<file path="config.mk">
export PLATFORM = sky130hd
export DESIGN_NAME = sorted_timeout_queue
export DESIGN_NICKNAME = d
export VERILOG_FILES = /design/src/rtl/core/stq_pkg.sv /design/src/rtl/core/stq_ram.sv /design/src/rtl/core/stq_alu.sv /design/src/rtl/core/stq_ctrl.sv /design/src/rtl/core/sorted_timeout_queue.sv
export SDC_FILE = /design/constraint.sdc
export NUM_CORES = 2
export LEC_CHECK = 0
export BUFFER_PORTS_ARGS = -buffer_cell sky130_fd_sc_hd__buf_2
export CAP_MARGIN = 10
export CORE_MARGIN = 3
export CORE_UTILIZATION = 40
export CTS_BUF_LIST = sky130_fd_sc_hd__clkbuf_4 sky130_fd_sc_hd__clkbuf_8 sky130_fd_sc_hd__clkbuf_16
export DETAILED_ROUTE_END_ITERATION = 6
export RECOVER_POWER = 25
export SETUP_SLACK_MARGIN = 0.15
export SLEW_MARGIN = 20
export SYNTH_ARGS = -nofsm -noshare
export SYNTH_HDL_FRONTEND = slang
export SYNTH_HIERARCHICAL = 1
export SYNTH_SLANG_ARGS = --single-unit
</file>
<file path="constraint.sdc">
create_clock -name i_clk -period 21.7 [get_ports i_clk]
set_input_delay 1.085 -clock i_clk [delete_from_list [all_inputs] [get_ports i_clk]]
set_output_delay 1.085 -clock i_clk [all_outputs]
set_load 0.02 [all_outputs]
</file>
<file path="src/rtl/core/stq_pkg.sv">
// Shared types, widths and codes for the sorted timeout queue.
// Used by every module of the block except stq_ram; depends on nothing.
package stq_pkg;

    localparam int QUEUE_DEPTH = 32;
    localparam int ADDR_W      = $clog2(QUEUE_DEPTH);
    localparam int CNT_W       = $clog2(QUEUE_DEPTH + 1);
    localparam int TIME_W      = 64;
    localparam int THR_W       = 8;
    localparam int BT_W        = 32;
    localparam int CMD_W       = 2;
    localparam int STATUS_W    = 2;

    localparam logic [BT_W-1:0] BLOCK_TIME_RESET = 32'd1_000_000_000;

    localparam logic [CMD_W-1:0] CMD_INSERT = 2'd0;
    localparam logic [CMD_W-1:0] CMD_REMOVE = 2'd1;
    localparam logic [CMD_W-1:0] CMD_EXPIRE = 2'd2;

    localparam logic [STATUS_W-1:0] ST_OK          = 2'd0;
    localparam logic [STATUS_W-1:0] ST_FULL        = 2'd1;
    localparam logic [STATUS_W-1:0] ST_NOT_PRESENT = 2'd2;
    localparam logic [STATUS_W-1:0] ST_INFINITE    = 2'd3;

    typedef logic t_alu_op;
    localparam t_alu_op ALU_ADD = 1'b0;
    localparam t_alu_op ALU_SUB = 1'b1;

    typedef struct packed {
        logic [TIME_W-1:0] deadline;
        logic [THR_W-1:0]  thread;
    } t_entry;

    localparam int ENTRY_W = $bits(t_entry);

    typedef struct packed {
        logic [THR_W-1:0]    thread_index_res;
        logic                woken;
        logic                timed_out;
        logic [STATUS_W-1:0] status;
        logic [TIME_W-1:0]   next_wake;
        logic                last;
    } t_result;

endpackage

</file>
<file path="src/rtl/core/stq_ram.sv">
// Generic single-port-write, single-port-read RAM with registered read data.
// Self-contained; the read data holds while no read is enabled.
module stq_ram #(
    parameter int WIDTH = 8,
    parameter int DEPTH = 32
) (
    input  logic                     i_clk,
    input  logic                     i_we,
    input  logic [$clog2(DEPTH)-1:0] i_waddr,
    input  logic [WIDTH-1:0]         i_wdata,
    input  logic                     i_re,
    input  logic [$clog2(DEPTH)-1:0] i_raddr,
    output logic [WIDTH-1:0]         o_rdata
);

    logic [WIDTH-1:0] r_mem [DEPTH];
    logic [WIDTH-1:0] r_rdata;

    always_ff @(posedge i_clk) begin
        if (i_we) begin
            r_mem[i_waddr] <= i_wdata;
        end
        if (i_re) begin
            r_rdata <= r_mem[i_raddr];
        end
    end

    assign o_rdata = r_rdata;

endmodule

</file>
<file path="src/rtl/core/stq_alu.sv">
// Shared 64-bit add/subtract unit; bit 64 of the result is carry or borrow.
// Depends on stq_pkg for the time width and operation codes.
module stq_alu
    import stq_pkg::*;
(
    input  t_alu_op           i_op,
    input  logic [TIME_W-1:0] i_a,
    input  logic [TIME_W-1:0] i_b,
    output logic [TIME_W:0]   o_res
);

    always_comb begin
        unique case (i_op)
            ALU_ADD: o_res = {1'b0, i_a} + {1'b0, i_b};
            ALU_SUB: o_res = {1'b0, i_a} - {1'b0, i_b};
        endcase
    end

endmodule

</file>
<file path="src/rtl/core/stq_ctrl.sv">
// Sequencer of the sorted timeout queue: walks the entry RAM one entry per cycle unless
// the output stalls; drives the shared ALU. Depends on stq_pkg, stq_ram, stq_alu.
module stq_ctrl
    import stq_pkg::*;
(
    input  logic                i_clk,
    input  logic                i_rst_n,
    input  logic                i_valid,
    output logic                o_ready,
    input  logic [CMD_W-1:0]    i_cmd,
    input  logic [THR_W-1:0]    i_thr,
    input  logic [TIME_W-1:0]   i_wake,
    input  logic [TIME_W-1:0]   i_now,
    input  logic [BT_W-1:0]     i_block_time,
    output logic                o_res_valid,
    output t_result             o_res,
    input  logic                i_res_ready
);

    localparam logic [3:0] S_IDLE      = 4'd0;
    localparam logic [3:0] S_DECODE    = 4'd1;
    localparam logic [3:0] S_INS_RD    = 4'd2;
    localparam logic [3:0] S_INS_PUT   = 4'd3;
    localparam logic [3:0] S_RM_RD     = 4'd4;
    localparam logic [3:0] S_EXP_SCAN  = 4'd5;
    localparam logic [3:0] S_EXP_MIN   = 4'd6;
    localparam logic [3:0] S_EXP_FIRST = 4'd7;
    localparam logic [3:0] S_EXP_OUT   = 4'd8;
    localparam logic [3:0] S_EXP_CP    = 4'd9;
    localparam logic [3:0] S_EMIT      = 4'd10;

    localparam logic [CNT_W-1:0] CNT_ONE  = CNT_W'(1);
    localparam logic [CNT_W-1:0] CNT_TWO  = CNT_W'(2);
    localparam logic [CNT_W-1:0] CNT_FULL = CNT_W'(QUEUE_DEPTH);

    logic [3:0]        r_state, n_state;
    logic [CNT_W-1:0]  r_count, n_count;
    logic [CNT_W-1:0]  r_idx, n_idx;
    logic [CNT_W-1:0]  r_src, n_src;
    logic [CNT_W-1:0]  r_due, n_due;
    logic              r_found, n_found;
    logic [CMD_W-1:0]  r_cmd;
    logic [THR_W-1:0]  r_thr;
    logic [TIME_W-1:0] r_wake;
    logic [TIME_W-1:0] r_now;
    logic [TIME_W-1:0] r_next, n_next;
    logic [TIME_W-1:0] r_head, n_head;
    t_result           r_res, n_res;

    logic               ram_we, ram_re;
    logic [ADDR_W-1:0]  ram_waddr, ram_raddr;
    t_entry             ram_wdata, ram_rdata;
    t_entry             new_entry;

    t_alu_op            alu_op;
    logic [TIME_W-1:0]  alu_a, alu_b;
    logic [TIME_W:0]    alu_res;
    logic               alu_flag;
    logic [TIME_W-1:0]  sat_sum;
    logic               accept;
    logic               rm_hit;
    logic               rm_found_now;
    logic               exp_last;
    t_result            res_insert_ok;

    stq_ram #(
        .WIDTH (ENTRY_W),
        .DEPTH (QUEUE_DEPTH)
    ) u_ram (
        .i_clk   (i_clk),
        .i_we    (ram_we),
        .i_waddr (ram_waddr),
        .i_wdata (ram_wdata),
        .i_re    (ram_re),
        .i_raddr (ram_raddr),
        .o_rdata (ram_rdata)
    );

    stq_alu u_alu (
        .i_op  (alu_op),
        .i_a   (alu_a),
        .i_b   (alu_b),
        .o_res (alu_res)
    );

    assign alu_flag  = alu_res[TIME_W];
    assign sat_sum   = alu_flag ? '1 : alu_res[TIME_W-1:0];
    assign accept    = i_valid && (r_state == S_IDLE);
    assign o_ready   = (r_state == S_IDLE);
    assign new_entry = '{deadline: r_wake, thread: r_thr};
    assign rm_hit    = !r_found && (ram_rdata.thread == r_thr);
    assign rm_found_now = r_found || rm_hit;
    assign exp_last  = (r_idx == r_due - CNT_ONE);

    assign res_insert_ok = '{thread_index_res: '0, woken: 1'b0, timed_out: 1'b0,
                             status: ST_OK, next_wake: '0, last: 1'b1};

    // Operand selection for the shared unit. A borrow on a subtract means a < b.
    always_comb begin
        alu_op = ALU_ADD;
        alu_a  = r_now;
        alu_b  = {{(TIME_W-BT_W){1'b0}}, i_block_time};
        unique case (r_state)
            S_INS_RD: begin
                alu_op = ALU_SUB;
                alu_a  = r_wake;
                alu_b  = ram_rdata.deadline;
            end
            S_EXP_SCAN: begin
                alu_op = ALU_SUB;
                alu_a  = r_now;
                alu_b  = ram_rdata.deadline;
            end
            S_EXP_MIN: begin
                alu_op = ALU_SUB;
                alu_a  = r_head;
                alu_b  = r_next;
            end
            default: begin
                alu_op = ALU_ADD;
            end
        endcase
    end

    always_comb begin
        n_state     = r_state;
        n_count     = r_count;
        n_idx       = r_idx;
        n_src       = r_src;
        n_due       = r_due;
        n_found     = r_found;
        n_next      = r_next;
        n_head      = r_head;
        n_res       = r_res;
        ram_we      = 1'b0;
        ram_waddr   = r_idx[ADDR_W-1:0];
        ram_wdata   = new_entry;
        ram_re      = 1'b0;
        ram_raddr   = r_idx[ADDR_W-1:0];
        o_res_valid = 1'b0;
        o_res       = r_res;

        unique case (r_state)
            S_IDLE: begin
                if (accept) begin
                    n_state = S_DECODE;
                end
            end

            S_DECODE: begin
                case (r_cmd)
                    CMD_INSERT: begin
                        n_res = res_insert_ok;
                        if (&r_wake) begin
                            n_res.status = ST_INFINITE;
                            n_state      = S_EMIT;
                        end else if (r_count == CNT_FULL) begin
                            n_res.status = ST_FULL;
                            n_state      = S_EMIT;
                        end else if (r_count == '0) begin
                            ram_we    = 1'b1;
                            ram_waddr = '0;
                            n_count   = CNT_ONE;
                            n_state   = S_EMIT;
                        end else begin
                            // Walk from the tail, shifting later deadlines up by one.
                            ram_re    = 1'b1;
                            ram_raddr = ADDR_W'(r_count - CNT_ONE);
                            n_idx     = r_count;
                            n_state   = S_INS_RD;
                        end
                    end
                    CMD_REMOVE: begin
                        if (r_count == '0) begin
                            n_res = '{thread_index_res: '0, woken: 1'b0, timed_out: 1'b0,
                                      status: ST_NOT_PRESENT, next_wake: '0, last: 1'b1};
                            n_state = S_EMIT;
                        end else begin
                            ram_re    = 1'b1;
                            ram_raddr = '0;
                            n_idx     = '0;
                            n_found   = 1'b0;
                            n_state   = S_RM_RD;
                        end
                    end
                    CMD_EXPIRE: begin
                        n_next = sat_sum;
                        if (r_count == '0) begin
                            n_due   = '0;
                            n_state = S_EXP_FIRST;
                        end else begin
                            ram_re    = 1'b1;
                            ram_raddr = '0;
                            n_idx     = '0;
                            n_state   = S_EXP_SCAN;
                        end
                    end
                    default: begin
                        n_state = S_IDLE;
                    end
                endcase
            end

            S_INS_RD: begin
                // Read data is the entry just below r_idx.
                if (alu_flag) begin
                    ram_we    = 1'b1;
                    ram_wdata = ram_rdata;
                    if (r_idx == CNT_ONE) begin
                        n_idx   = '0;
                        n_state = S_INS_PUT;
                    end else begin
                        ram_re    = 1'b1;
                        ram_raddr = ADDR_W'(r_idx - CNT_TWO);
                        n_idx     = r_idx - CNT_ONE;
                    end
                end else begin
                    ram_we  = 1'b1;
                    n_count = r_count + CNT_ONE;
                    n_res   = res_insert_ok;
                    n_state = S_EMIT;
                end
            end

            S_INS_PUT: begin
                ram_we  = 1'b1;
                n_count = r_count + CNT_ONE;
                n_res   = res_insert_ok;
                n_state = S_EMIT;
            end

            S_RM_RD: begin
                // Once the match is found, each later entry moves down one slot.
                if (r_found) begin
                    ram_we    = 1'b1;
                    ram_waddr = ADDR_W'(r_idx - CNT_ONE);
                    ram_wdata = ram_rdata;
                end
                if (r_idx == r_count - CNT_ONE) begin
                    if (rm_found_now) begin
                        n_count = r_count - CNT_ONE;
                        n_res   = '{thread_index_res: r_thr, woken: 1'b1, timed_out: 1'b0,
                                    status: ST_OK, next_wake: '0, last: 1'b1};
                    end else begin
                        n_res   = '{thread_index_res: '0, woken: 1'b0, timed_out: 1'b0,
                                    status: ST_NOT_PRESENT, next_wake: '0, last: 1'b1};
                    end
                    n_state = S_EMIT;
                end else begin
                    ram_re    = 1'b1;
                    ram_raddr = ADDR_W'(r_idx + CNT_ONE);
                    n_idx     = r_idx + CNT_ONE;
                    n_found   = rm_found_now;
                end
            end

            S_EXP_SCAN: begin
                if (alu_flag) begin
                    n_due   = r_idx;
                    n_head  = ram_rdata.deadline;
                    n_state = S_EXP_MIN;
                end else if (r_idx == r_count - CNT_ONE) begin
                    n_due   = r_count;
                    n_state = S_EXP_FIRST;
                end else begin
                    ram_re    = 1'b1;
                    ram_raddr = ADDR_W'(r_idx + CNT_ONE);
                    n_idx     = r_idx + CNT_ONE;
                end
            end

            S_EXP_MIN: begin
                if (alu_flag) begin
                    n_next = r_head;
                end
                n_state = S_EXP_FIRST;
            end

            S_EXP_FIRST: begin
                if (r_due == '0) begin
                    n_res = '{thread_index_res: '0, woken: 1'b0, timed_out: 1'b0,
                              status: ST_OK, next_wake: r_next, last: 1'b1};
                    n_state = S_EMIT;
                end else begin
                    ram_re    = 1'b1;
                    ram_raddr = '0;
                    n_idx     = '0;
                    n_state   = S_EXP_OUT;
                end
            end

            S_EXP_OUT: begin
                o_res_valid = 1'b1;
                o_res = '{thread_index_res: ram_rdata.thread, woken: 1'b1, timed_out: 1'b1,
                          status: ST_OK, next_wake: r_next, last: exp_last};
                if (i_res_ready) begin
                    if (!exp_last) begin
                        ram_re    = 1'b1;
                        ram_raddr = ADDR_W'(r_idx + CNT_ONE);
                        n_idx     = r_idx + CNT_ONE;
                    end else if (r_due == r_count) begin
                        n_count = '0;
                        n_state = S_IDLE;
                    end else begin
                        // Move the surviving entries down to the head.
                        ram_re    = 1'b1;
                        ram_raddr = ADDR_W'(r_due);
                        n_src     = r_due;
                        n_idx     = '0;
                        n_state   = S_EXP_CP;
                    end
                end
            end

            S_EXP_CP: begin
                ram_we    = 1'b1;
                ram_wdata = ram_rdata;
                if (r_src == r_count - CNT_ONE) begin
                    n_count = r_count - r_due;
                    n_state = S_IDLE;
                end else begin
                    ram_re    = 1'b1;
                    ram_raddr = ADDR_W'(r_src + CNT_ONE);
                    n_src     = r_src + CNT_ONE;
                    n_idx     = r_idx + CNT_ONE;
                end
            end

            S_EMIT: begin
                o_res_valid = 1'b1;
                if (i_res_ready) begin
                    n_state = S_IDLE;
                end
            end

            default: begin
                n_state = S_IDLE;
            end
        endcase
    end

    always_ff @(posedge i_clk) begin
        if (!i_rst_n) begin
            r_state <= S_IDLE;
            r_count <= '0;
            r_found <= 1'b0;
        end else begin
            r_state <= n_state;
            r_count <= n_count;
            r_found <= n_found;
        end
    end

    always_ff @(posedge i_clk) begin
        r_idx  <= n_idx;
        r_src  <= n_src;
        r_due  <= n_due;
        r_next <= n_next;
        r_head <= n_head;
        r_res  <= n_res;
        if (accept) begin
            r_cmd  <= i_cmd;
            r_thr  <= i_thr;
            r_wake <= i_wake;
            r_now  <= i_now;
        end
    end

endmodule

</file>
<file path="src/rtl/core/sorted_timeout_queue.sv">
// Top level of the sorted timeout queue: stream ports, block time register
// and output register. Depends on stq_pkg and stq_ctrl.

// Keeps up to QUEUE_DEPTH sleeping threads in deadline order in one entry RAM
// that the sequencer reads and writes one entry per cycle unless the output
// stalls. Insert walks from the tail and remove walks from the head. Expire
// scans the due entries, emits one item per due entry and then moves the rest
// to the head, or emits a single item when none is due; emitted items also
// wait on the output side. Entries need no clearing after reset. The block
// takes one input item at a time and is ready again once the last result is
// handed to the output register and any remaining entries are moved.
module sorted_timeout_queue
    import stq_pkg::*;
(
    input  logic          i_clk,
    input  logic          i_rst_n,
    input  logic          s_axis_tvalid,
    output logic          s_axis_tready,
    // [7:0] thread_index, [71:8] wakeup_time, [135:72] current_time
    input  logic [135:0]  s_axis_tdata,
    // [1:0] command
    input  logic [1:0]    s_axis_tuser,
    output logic          m_axis_tvalid,
    input  logic          m_axis_tready,
    // [7:0] thread_index_res, [8] woken, [9] timed_out, [11:10] status,
    // [75:12] next_wake, [79:76] zero
    output logic [79:0]   m_axis_tdata,
    output logic          m_axis_tlast,
    input  logic          i_cfg_we,
    input  logic [31:0]   i_cfg_wdata
);

    logic [BT_W-1:0] r_block_time;
    logic            r_out_valid;
    t_result         r_out;
    logic            res_valid;
    logic            res_ready;
    t_result         res;

    always_ff @(posedge i_clk) begin
        if (!i_rst_n) begin
            r_block_time <= BLOCK_TIME_RESET;
        end else if (i_cfg_we) begin
            r_block_time <= i_cfg_wdata;
        end
    end

    stq_ctrl u_ctrl (
        .i_clk        (i_clk),
        .i_rst_n      (i_rst_n),
        .i_valid      (s_axis_tvalid),
        .o_ready      (s_axis_tready),
        .i_cmd        (s_axis_tuser),
        .i_thr        (s_axis_tdata[7:0]),
        .i_wake       (s_axis_tdata[71:8]),
        .i_now        (s_axis_tdata[135:72]),
        .i_block_time (r_block_time),
        .o_res_valid  (res_valid),
        .o_res        (res),
        .i_res_ready  (res_ready)
    );

    assign res_ready = !r_out_valid || m_axis_tready;

    always_ff @(posedge i_clk) begin
        if (!i_rst_n) begin
            r_out_valid <= 1'b0;
        end else if (res_valid && res_ready) begin
            r_out_valid <= 1'b1;
        end else if (m_axis_tready) begin
            r_out_valid <= 1'b0;
        end
    end

    always_ff @(posedge i_clk) begin
        if (res_valid && res_ready) begin
            r_out <= res;
        end
    end

    assign m_axis_tvalid = r_out_valid;
    assign m_axis_tlast  = r_out.last;
    assign m_axis_tdata  = {4'b0, r_out.next_wake, r_out.status, r_out.timed_out,
                            r_out.woken, r_out.thread_index_res};

endmodule
</file>
==> impl_metrics.json <==
{
  "grt_max_degree": 185,
  "seq_power_share_pct": 34.2,
  "wl_per_cell_um": 32.0,
  "cts_hold_buf": 0,
  "final-setup-viol-count": 0,
  "crit_arrival_ns": 16.75,
  "ir_drop_uv": 170,
  "power_density_nw_per_um2": 181,
  "num_rows": 198,
  "critPathMaxFanout": 102,
  "setup_tns_ns": 0,
  "clk_path_buf_depth": 4,
  "power.share.switching_pct": 39.8,
  "ys_seq_elements": 2856,
  "required_ns": 22.26,
  "io_buffers": 253,
  "worstMarginPinSlew_ns": 7.73,
  "htreeDepth": 5,
  "rrSetupSlack_ns": 5.51,
  "setup_ws_ns": 5.51,
  "finalCritPeriodShare_pct": 74.6,
  "postCtsSetupBuffers": 0,
  "insertion_delay_ns": 0.87,
  "power.switching_mw": 9.64,
  "status": "complete, but fails checks",
  "cp-startpoint": "u_ctrl/r_state[2]$_SDFFE_PN0P_",
  "violations": "DRC, capacitance limit, slew limit",
  "p_comb_share_pct": 44.2,
  "gr-usage-all-layers_pct": 24.0,
  "syn_inst": 7154,
  "core_area_um2": 292000,
  "drive_gt1_share_pct": 14.9,
  "die_h_um": 549,
  "vias": 69254,
  "r2r_end": "u_ctrl/u_ram/o_rdata[25]$_DFFE_PP_",
  "viasPerCell": 5.96,
  "cts_buffers": 304,
  "synth_area_um2": 118000,
  "placedCellCount": 11055,
  "clkPwrFrac_pct": 21.6,
  "drv_cap": 42,
  "cts_resized": 0,
  "hold_viol": 0,
  "yosys_most_used_dff": "edfxtp_1",
  "nets": 7723,
  "crit_slowest_cell": "and2_0",
  "hold_path_class": "primary input to flop",
  "dieArea_um2": 301000,
  "fin_crit_ns": 16.19,
  "clk_pin_slew_ns": 0.07,
  "crit_type": "flop to flop",
  "skew_ns": 0.0639,
  "crit_top_cell": "buf_4",
  "worst_setup_path_end_kind": "flop",
  "worstHoldStart": "s_axis_tdata[43]",
  "postRouteAntennaNets": 0,
  "synth_edf_count": 2812,
  "antenna_found_initial": 19,
  "reg2reg_depth": 36,
  "grt_util_met2_pct": 38.7,
  "p_int_mw": 14.6,
  "clock-root-buffer": "clkbuf_16",
  "fin_cells": 11611,
  "drt_pass1_iterations": 7,
  "cts_num_sinks": 2856,
  "cts_tree": "yes",
  "fmax_ghz": 0.0618,
  "yosysSeqAreaShare_pct": 72.4,
  "gp_congestion": 0.922,
  "grt_util_met1_pct": 33.3,
  "async_flop_share_pct": 0,
  "hpwl_um": 224000,
  "ys_warn_count": 6,
  "p_leak_nw": 44.6,
  "drt_iter0_markers": 8801,
  "dpl_worst_slack_ns": 7.42,
  "utilization_pct": 45.7,
  "worst_path_largest_cell_delay_ns": 2.20,
  "grt_pass1_vias": 67381,
  "die_w_um": 549,
  "drt-total-wl_um": 372000,
  "grt_use_met3_pct": 3.76,
  "r2r-start": "u_ctrl/r_state[2]$_SDFFE_PN0P_",
  "maxSlewHeadroom_pct": -415,
  "grt_first_pass_wirelength_um": 519000,
  "whs_path_depth": 1,
  "slew_violations": 1405,
  "grt.overflow.total": 0,
  "holdPathEnd": "u_ctrl/r_wake[35]$_DFFE_PP_",
  "rsz0062_at_grt": "false",
  "whs_ns": 0.387,
  "io_pins": 258,
  "drc": 8,
  "syn2layout_area_growth_pct": 13.2,
  "grt.busiest_layer": "met2",
  "synth.avg_cell_area_um2": 16.5,
  "start_util_pct": 40.4,
  "start_kind": "flop",
  "post_synth_num_cell_types": 90
}
[synth_stat cells (9+ instances only)]
master	number	area (µm²)
o31ai_1	9	67.6
edfxtp_1	2812	84400
nor3_1	45	225
o211ai_1	24	180
xor2_1	36	315
mux2i_1	612	6130
xnor2_1	127	1110
a221oi_1	13	114
nor2b_1	54	338
o21a_1	13	97.6
nand2_1	698	2620
and3_1	79	494
a21oi_1	155	776
o21bai_1	13	97.6
a21o_1	38	285
ha_1	85	1060
nand4_1	69	432
a22o_1	80	701
o22ai_1	11	68.8
nand2b_1	14	87.6
nand3_1	171	856
buf_2	87	435
nor2_1	247	927
a22oi_1	403	3030
buf_4	27	203
or3_1	12	75.1
dfxtp_1	44	881
a31oi_1	57	357
a211oi_1	11	82.6
and2_1	39	244
inv_1	116	435
a222oi_1	64	641
o21ai_0	141	706
mux4_2	296	6670
nor4_1	14	87.6
buf_6	31	349
clkbuf_1	256	961
buf_1	19	71.3
[flip-flops by register name, indices dropped and copies added (netlist names)]
name	flops
r_block_time	32
u_ctrl/r_count	6
u_ctrl/r_thr	8
u_ctrl/r_src	6
u_ctrl/u_ram/r_mem	2304
u_ctrl/r_wake	64
u_ctrl/r_res	75
u_ctrl/r_cmd	2
m_axis_tdata	76
u_ctrl/r_now	64
u_ctrl/u_ram/o_rdata	72
m_axis_tvalid	1
u_ctrl/r_state	4
m_axis_tlast	1
u_ctrl/r_next	64
u_ctrl/r_head	64
u_ctrl/r_found	1
u_ctrl/r_idx	6
u_ctrl/r_due	6
[cells in the final DEF (no fill, tap or decap), types with 14 or more instances in the layout]
master and instances:
edfxtp_1 2812, nand2_1 681, mux2i_1 612, a22oi_1 403, clkbuf_16 311, mux4_2 296, nor2_1 222, nand3_1 171
clkbuf_1 155, a21oi_1 155, o21ai_0 145, buf_2 140, xnor2_1 126, buf_4 119, inv_1 115, ha_1 85
a22o_1 79, and3_1 78, nand4_1 69, a222oi_1 64, clkbuf_4 63, clkinv_1 63, a31oi_1 57, nor2b_1 44
dfxtp_1 44, nor3_1 44, clkinv_2 41, a21o_1 38, xor2_1 36, bufinv_16 29, and2_1 27, nor2_4 25
o211ai_1 24, nand2_2 16, nand2b_1 14
[critical path: cells and delay by family (launching register included)]
family | cells | cell delay [ns]
AOI/OAI and AO/OA | 11 | 3.16
xor gates and xnor gates | 2 | 0.27
adders and majority gates | 1 | 0.45
buffers and inverters | 7 | 3.56
DFF | 1 | 0.77
muxes | 1 | 0.61
and+or+nand+nor | 14 | 6.67
[power by group through the flow]
stage | logic (mW) | clock network (mW) | registers [mW]
floorplan | 7.37 | 0 | 8.03
global placement | 10.5 | 0 | 8.36
detailed placement | 10.6 | 0 | 8.37
CTS | 10.7 | 5.30 | 8.26
global route | 11.4 | 5.53 | 8.31
finish | 10.7 | 5.22 | 8.29
[how the worst max path moves through the flow]
stage	to	slack [ns]	cells past startpoint
3_3_place_gp	u_ctrl/u_ram/o_rdata[25]$_DFFE_PP_	7.79	36
5_1_grt	u_ctrl/u_ram/o_rdata[25]$_DFFE_PP_	4.34	36
2_1_floorplan	u_ctrl/r_res[10]$_DFFE_PP_	9.54	28
4_1_cts	u_ctrl/u_ram/o_rdata[25]$_DFFE_PP_	7.35	36
3_5_place_dp	u_ctrl/u_ram/o_rdata[25]$_DFFE_PP_	7.42	36
6_report	u_ctrl/u_ram/o_rdata[25]$_DFFE_PP_	5.51	36
[kinds of logic after synthesis]
family / share of synthesized area (%)
flip-flops: 72.4
multiplexers: 10.9
AND/OR/NAND/NOR: 5.81
other: 0.00318
adder cells (fa/ha/maj): 0.936
XOR/XNOR: 1.29
AO/OA/AOI/OAI: 6.59
buffers and inverters: 2.14
[stage by stage]
step | cell area [µm²] | power (mW)
2_1_floorplan | 118000 | 15.4
5_1_grt | 133000 | 25.3
3_5_place_dp | 124000 | 19.0
4_1_cts | 134000 | 24.2
6_report | 133000 | 24.2
3_3_place_gp | 124000 | 18.9
[routing by layer]
layer  vias to the layer above  wire [µm]
li1                      28915          -
met1                     36359     151000
met2                      3376     175000
met3                       596      30900
met4                         8      14700
met5                         -         59
[cell type report]
cell class	count	area, µm²
clock inverters	167	1690
repair buffers	421	2320
multi-input cells	3759	30400
well taps	3900	4880
flip-flops and latches	2856	85300
fillers	25093	159000
clock buffers	379	8320
inverters	119	447
diodes	10	25.0
Power figures use the tool's default switching activity.
